--- src/design/wsled_pkg.sv ---
package wsled_pkg;

  // Number of interfaces tracked in the masks
  localparam int VIF_COUNT = 8;
  localparam int VIF_IDX_W = 4;

  // Reset values of the configuration registers
  localparam logic       LEDS_ENABLED_RST = 1'b1;
  localparam logic       ACTIVE_HIGH_RST  = 1'b1;
  localparam logic [7:0] TOGGLE_TICKS_RST = 8'd2;
  localparam logic [7:0] IDLE_LIMIT_RST   = 8'd10;

  typedef logic [VIF_COUNT-1:0] vif_mask_t;

  typedef enum logic [1:0] {
    OP_CONN = 2'd0,
    OP_SCAN = 2'd1,
    OP_ACT  = 2'd2,
    OP_TICK = 2'd3
  } op_t;

  typedef enum logic [1:0] {
    REG_LEDS_ENABLED = 2'd0,
    REG_ACTIVE_HIGH  = 2'd1,
    REG_TOGGLE_TICKS = 2'd2,
    REG_IDLE_LIMIT   = 2'd3
  } reg_idx_t;

  typedef struct packed {
    op_t                  opcode;
    logic [VIF_IDX_W-1:0] vif_index;
    logic                 now_active;
  } in_item_t;

  typedef struct packed {
    logic activity_pin;
    logic scanning_pin;
  } out_item_t;

  typedef struct packed {
    logic       leds_enabled;
    logic       active_high;
    logic [7:0] toggle_period_ticks;
    logic [7:0] idle_period_limit;
  } led_cfg_t;

endpackage

--- src/design/wlan_status_led_controller.sv ---
// The input transfer loads the input register, and the item moves on into the result register
// at the next edge unless a full, untaken result holds it there.
// Throughput: one item per cycle unless the result stalls, set by the single-pass update.
// The input side stalls only while the result register is full and not taken.
// Reset (synchronous, rst_n low): pipeline empties, registers return to defaults,
// masks clear, timer armed with two ticks, both LEDs at their unlit level.
module wlan_status_led_controller import wsled_pkg::*; (
  input  logic      clk,
  input  logic      rst_n,
  input  logic      in_valid,
  output logic      in_ready,
  input  in_item_t  in_data,
  output logic      out_valid,
  input  logic      out_ready,
  output out_item_t out_data,
  input  logic      cfg_valid,
  output logic      cfg_ready,
  input  reg_idx_t  cfg_index,
  input  logic [7:0] cfg_wdata
);

  logic      s1_valid_r;
  in_item_t  s1_item_r;
  logic      out_valid_r;
  out_item_t out_data_r;
  led_cfg_t  cfg_r;
  logic      advance;
  out_item_t result_nxt;

  assign cfg_ready = 1'b1;
  assign advance   = s1_valid_r && (!out_valid_r || out_ready);
  assign in_ready  = !s1_valid_r || advance;
  assign out_valid = out_valid_r;
  assign out_data  = out_data_r;

  // Configuration register writes
  always_ff @(posedge clk) begin
    if (!rst_n) begin
      cfg_r.leds_enabled        <= LEDS_ENABLED_RST;
      cfg_r.active_high         <= ACTIVE_HIGH_RST;
      cfg_r.toggle_period_ticks <= TOGGLE_TICKS_RST;
      cfg_r.idle_period_limit   <= IDLE_LIMIT_RST;
    end else if (cfg_valid) begin
      case (cfg_index)
        REG_LEDS_ENABLED: cfg_r.leds_enabled        <= cfg_wdata[0];
        REG_ACTIVE_HIGH:  cfg_r.active_high         <= cfg_wdata[0];
        REG_TOGGLE_TICKS: cfg_r.toggle_period_ticks <= cfg_wdata;
        REG_IDLE_LIMIT:   cfg_r.idle_period_limit   <= cfg_wdata;
        default: begin
        end
      endcase
    end
  end

  // Input register: take a transfer whenever the stage is free or draining
  always_ff @(posedge clk) begin
    if (!rst_n) begin
      s1_valid_r <= 1'b0;
    end else if (in_ready) begin
      s1_valid_r <= in_valid;
    end
  end

  always_ff @(posedge clk) begin
    if (in_ready && in_valid) begin
      s1_item_r <= in_data;
    end
  end

  // Result register: hold until taken
  always_ff @(posedge clk) begin
    if (!rst_n) begin
      out_valid_r <= 1'b0;
    end else if (advance) begin
      out_valid_r <= 1'b1;
    end else if (out_ready) begin
      out_valid_r <= 1'b0;
    end
  end

  always_ff @(posedge clk) begin
    if (advance) begin
      out_data_r <= result_nxt;
    end
  end

  wsled_core u_core (
    .clk        (clk),
    .rst_n      (rst_n),
    .cfg        (cfg_r),
    .step       (advance),
    .item       (s1_item_r),
    .result_nxt (result_nxt)
  );

endmodule

--- src/design/wsled_core.sv ---
module wsled_core import wsled_pkg::*; (
  input  logic      clk,
  input  logic      rst_n,
  input  led_cfg_t  cfg,
  input  logic      step,
  input  in_item_t  item,
  output out_item_t result_nxt
);

  vif_mask_t  conn_mask_r, conn_mask_nxt;
  vif_mask_t  scan_mask_r, scan_mask_nxt;
  logic       seen_r, seen_nxt;
  logic [7:0] idle_r, idle_nxt;
  logic       armed_r, armed_nxt;
  logic [7:0] ticks_r, ticks_nxt;
  logic       act_lvl_r, act_lvl_nxt;
  logic       scan_lvl_r, scan_lvl_nxt;

  logic       vif_ok;
  vif_mask_t  vif_bit;
  logic       conn_any;

  assign vif_ok   = {1'b0, item.vif_index} < (VIF_IDX_W+1)'(VIF_COUNT);
  assign vif_bit  = vif_mask_t'(1) << item.vif_index;
  assign conn_any = |conn_mask_r;

  // Work out the state after one item
  always_comb begin
    conn_mask_nxt = conn_mask_r;
    scan_mask_nxt = scan_mask_r;
    seen_nxt      = seen_r;
    idle_nxt      = idle_r;
    armed_nxt     = armed_r;
    ticks_nxt     = ticks_r;
    act_lvl_nxt   = act_lvl_r;
    scan_lvl_nxt  = scan_lvl_r;
    if (cfg.leds_enabled) begin
      case (item.opcode)
        OP_CONN: begin
          if (vif_ok) begin
            conn_mask_nxt = item.now_active ? (conn_mask_r | vif_bit)
                                            : (conn_mask_r & ~vif_bit);
            // light or darken only when emptiness flips
            if ((|conn_mask_nxt) != conn_any) begin
              act_lvl_nxt = (|conn_mask_nxt) ? cfg.active_high : ~cfg.active_high;
            end
          end
        end
        OP_SCAN: begin
          if (vif_ok) begin
            scan_mask_nxt = item.now_active ? (scan_mask_r | vif_bit)
                                            : (scan_mask_r & ~vif_bit);
            if (conn_any) begin
              scan_lvl_nxt = ~cfg.active_high;
            end else if ((|scan_mask_nxt) != (|scan_mask_r)) begin
              scan_lvl_nxt = (|scan_mask_nxt) ? cfg.active_high : ~cfg.active_high;
            end
          end
        end
        OP_ACT: begin
          if (conn_any) begin
            seen_nxt = 1'b1;
            if (!armed_r) begin
              armed_nxt = 1'b1;
              ticks_nxt = cfg.toggle_period_ticks;
            end
          end
        end
        OP_TICK: begin
          if (armed_r) begin
            if (ticks_r <= 8'd1) begin
              // timer expiry
              if (seen_r) begin
                act_lvl_nxt = ~act_lvl_r;
                armed_nxt   = 1'b1;
                ticks_nxt   = cfg.toggle_period_ticks;
                idle_nxt    = '0;
                seen_nxt    = 1'b0;
              end else if (idle_r < cfg.idle_period_limit) begin
                idle_nxt  = idle_r + 8'd1;
                armed_nxt = 1'b1;
                ticks_nxt = cfg.toggle_period_ticks;
              end else begin
                act_lvl_nxt = conn_any ? cfg.active_high : ~cfg.active_high;
                idle_nxt    = '0;
                armed_nxt   = 1'b0;
                ticks_nxt   = '0;
              end
            end else begin
              ticks_nxt = ticks_r - 8'd1;
            end
          end
        end
        default: begin
        end
      endcase
    end
  end

  assign result_nxt.activity_pin = act_lvl_nxt;
  assign result_nxt.scanning_pin = scan_lvl_nxt;

  // Hold state; advance on each processed item
  always_ff @(posedge clk) begin
    if (!rst_n) begin
      conn_mask_r <= '0;
      scan_mask_r <= '0;
      seen_r      <= 1'b0;
      idle_r      <= '0;
      armed_r     <= 1'b1;
      ticks_r     <= TOGGLE_TICKS_RST;
      act_lvl_r   <= ~ACTIVE_HIGH_RST;
      scan_lvl_r  <= ~ACTIVE_HIGH_RST;
    end else if (step) begin
      conn_mask_r <= conn_mask_nxt;
      scan_mask_r <= scan_mask_nxt;
      seen_r      <= seen_nxt;
      idle_r      <= idle_nxt;
      armed_r     <= armed_nxt;
      ticks_r     <= ticks_nxt;
      act_lvl_r   <= act_lvl_nxt;
      scan_lvl_r  <= scan_lvl_nxt;
    end
  end

endmodule

--- config.mk ---
export PLATFORM = sky130hd
export DESIGN_NAME = wlan_status_led_controller
export DESIGN_NICKNAME = d
export VERILOG_FILES = /design/src/design/wsled_pkg.sv /design/src/design/wlan_status_led_controller.sv /design/src/design/wsled_core.sv
export SDC_FILE = /design/constraint.sdc
export NUM_CORES = 1
export LEC_CHECK = 0
export ABC_AREA = 1
export BUFFER_PORTS_ARGS = -buffer_cell sky130_fd_sc_hd__buf_2
export CAP_MARGIN = 20
export CORE_AREA = 2 2 92 94
export CTS_BUF_LIST = sky130_fd_sc_hd__clkbuf_8
export DETAILED_ROUTE_END_ITERATION = 10
export DIE_AREA = 0 0 94 96
export PLACE_DENSITY_LB_ADDON = 0.2
export SYNTH_ARGS = -nofsm -noshare
export SYNTH_HDL_FRONTEND = slang
export SYNTH_SLANG_ARGS = --single-unit
--- constraint.sdc ---
create_clock -name clk -period 5.6 [get_ports clk]
set_input_delay 0.56 -clock clk [delete_from_list [all_inputs] [get_ports clk]]
set_output_delay 0.56 -clock clk [all_outputs]
set_load 0.005 [all_outputs]
==> results.toml <==
[status]
status = "finished, final reports clean"

[routing]
drc = 0
vias = 3133
wl_per_cell_um = 12.36
vias_per_cell = 5.013
drt_iter0_drc = 148
drt_wl_total_um = 7724
postRouteAntennaNets = 0
first_pass_iters = 4

[cells_and_area]
fin_cells = 625
drive_above_1_share = 0.1154
diodes = 0
syn_to_final_growth_pct = 11.44
fillCellCount = 827
final_cell_area_um2 = 3889
nets = 551

[timing]
min_period_ps = 2222
hold_viol_final = 0
rsz0062_at_grt = "false"
slew_headroom = 0.3877
finalSetupViolations = 0
tightest_slew_ps = 913.5
fin_worst_skew_ps = 11.31
setup_ws_ps = 3378
maxSlewViolCount = 0
max_freq_mhz = 450.1
setup_tns_ps = 0
period_share = 0.3968

[synthesis]
synthSimpleGateAreaFrac = 0.2585
ys_warn_count = 0
synth_compound_area_frac = 0.1972
ys_seq_elements = 65
yosysSeqAreaShare = 0.3987
synthesis.nets = 525
synth_top_area_frac = 0.3213
synth_top_family_by_area = "simple AND/OR/NAND/NOR gates"
ys_types = 41
synth-xor-area-share = 0.01004
yosysTopAreaCell = "dfxtp_1"
syn-cell-area_um2 = 3490
synthAdderAreaFrac = 0.05020
synth_edf_count = 9
syn_avg_cell_area_um2 = 7.136
async_flop_share = 0
synth_top_flop_cell = "dfxtp_1"
syn_inst = 489
netlist_top_cells_area = "dfxtp_1, nand2_1, edfxtp_1"
synthMuxAreaShare = 0

[placed_design]
gp_congestion = 0.8469
dp_slack_ps = 3334
placedCellCount = 609
placed_area_um2 = 3702
dp_hpwl_um = 5767
io_buffers = 25

[floorplan]
start_util = 0.4334
io_pins = 27
die_x_um = 94
die_y_um = 96
die-area_um2 = 9024
core_area_um2 = 8051
rows = 33

[grt]
grt_pass1_wl_um = 13440
busiest_layer = "met2"
antenna_found_initial = 0
grt_overflow_total = 0
grt_max_degree = 42
gr-usage-all-layers = 0.1883
use_met1 = 0.2422
grt_pass1_vias = 2984
use_met3 = 0.03211
grt_use_met2 = 0.3190

[pwr]
power_frac_clock = 0.385
p_sw_frac = 0.2713
irDropWorstVdd_v = 0.0001335
seqPwrFrac = 0.502
p_int_uw = 731.1
switchingPower_uw = 272.3
cellLeakagePower_uw = 0.001775
powerDensity_nw_per_um2 = 258.0
p_comb_frac = 0.114

[cts]
post_cts_buffers = 0
clock_sinks = 65
path_clk_slew_ps = 80
cts_buffers = 9
hold_buffers = 0
cts.htree.levels = 3
clk_root_buffer_cell = "clkbuf_8"
ctsResizeCount = 0
tritoncts = "yes"
clockBufferDepth = 2
clkLatencyLatePin_ps = 340

[setup_path]
max_stage_delay_ps = 480
worstPathMaxFanout = 8
cp-end-kind = "flip-flop"
crit_chain = "nor2_2, nand2_1, nand2_1, nand2_1, nor2_1, nand2_1, o21ai_1, nand2_1, nand2_1, nand2_1, nand2_1, nand2_1, o21ai_1, inv_1"
cp-start-kind = "flip-flop"
path_common_cell = "nand2_1"
crit_arrival_ps = 2320
crit_type = "reg2reg"
cp.required_ps = 5700
crit_slowest_cell = "edfxtp_1"

[min_path]
min_path_type = "in2reg"

[flow_run]
cap_viol_max_count = 0
[Yosys cell counts (3+ instances only)]
library cell,instances
nand2_1,111
inv_1,59
dfxtp_1,56
o21ai_0,51
nor2_1,49
a21oi_1,40
nand3_1,21
a31oi_1,14
ha_1,14
nor3_1,10
edfxtp_1,9
clkbuf_1,7
o21ai_1,5
inv_2,4
xor2_1,4
nand3_2,3
o221ai_1,3
[worst paths after layout]
check / end / slack [ps] / depth (start not counted) / startpoint
max reg2reg: out_data[0] / 3380 / 14 / s1_item_r[4]
min: s1_item_r[1] / 380 / 1 / in_data[1]
min reg2reg: cfg_r[6] / 460 / 2 / cfg_r[6]
max: out_data[0] / 3380 / 14 / s1_item_r[4]
[flip-flops by register name, summed over array words and instances (netlist names), 2 cells and up]
| signal | cells |
|---|---|
| cfg_r | 18 |
| out_data | 2 |
| s1_item_r | 7 |
| u_core.conn_mask_r | 8 |
| u_core.idle_r | 8 |
| u_core.scan_mask_r | 8 |
| u_core.ticks_r | 8 |
[final cells by class]
cell class | instances | area (µm²) | area share
clock buffers | 9 | 123.9 | 0.03185
flip-flops and latches | 65 | 1391 | 0.3578
multi-input cells | 348 | 1804 | 0.4640
repair buffers | 25 | 125.1 | 0.03218
inverters | 66 | 250.2 | 0.06435
well taps | 105 | 131.4 | 0.03378
clock inverters | 7 | 62.56 | 0.01609
[worst max-delay path, delay by kind of cell (launching register included)]
kind | cells | cell delay (ps)
buffers and inverters | 1 | 60
AOI/OAI and AO/OA | 2 | 340
DFF | 1 | 480
and+or+nand+nor | 11 | 1110
[power groups by stage]
stage	Clock (µW)	Sequential (µW)	Combinational, µW
2_1_floorplan	0	510	84.4
4_1_cts	396	503	114
6_report	386	504	114
3_5_place_dp	0	514	114
3_3_place_gp	0	514	111
5_1_grt	423	506	132
[per-layer routing]
layer,vias up,share of wire
li1,1679,-
met1,1395,0.48
met2,52,0.47
met3,7,0.035
met4,0,0.011
met5,-,0
[cell usage in the layout, fill, tap and decap left out, types with 14 or more instances in the layout]
cell,Yosys,final
nand2_1,111,111
inv_1,59,60
dfxtp_1,56,56
o21ai_0,51,51
nor2_1,49,49
a21oi_1,40,40
buf_2,2,25
nand3_1,21,21
a31oi_1,14,14
ha_1,14,14
[kinds of logic after synthesis]
family / count (synthesis)
buffers and inverters: 76
adders and majority gates: 14
xor gates and xnor gates: 4
and+or+nand+nor: 206
other: 1
DFF: 65
AOI/OAI and AO/OA: 123
[through the flow]
stage / hold slack [ps] / util / power [µW]
after floorplan: 435.3 / - / 594.7
after global routing: 370.4 / 0.4830 / 1061
after global placement: 450.9 / 0.4598 / 624.9
after detailed placement: 458.1 / 0.4598 / 627.7
after CTS: 372.9 / 0.4830 / 1014
final: 384.9 / 0.4830 / 1003
Note: power is estimated with default switching activity, not from simulation.
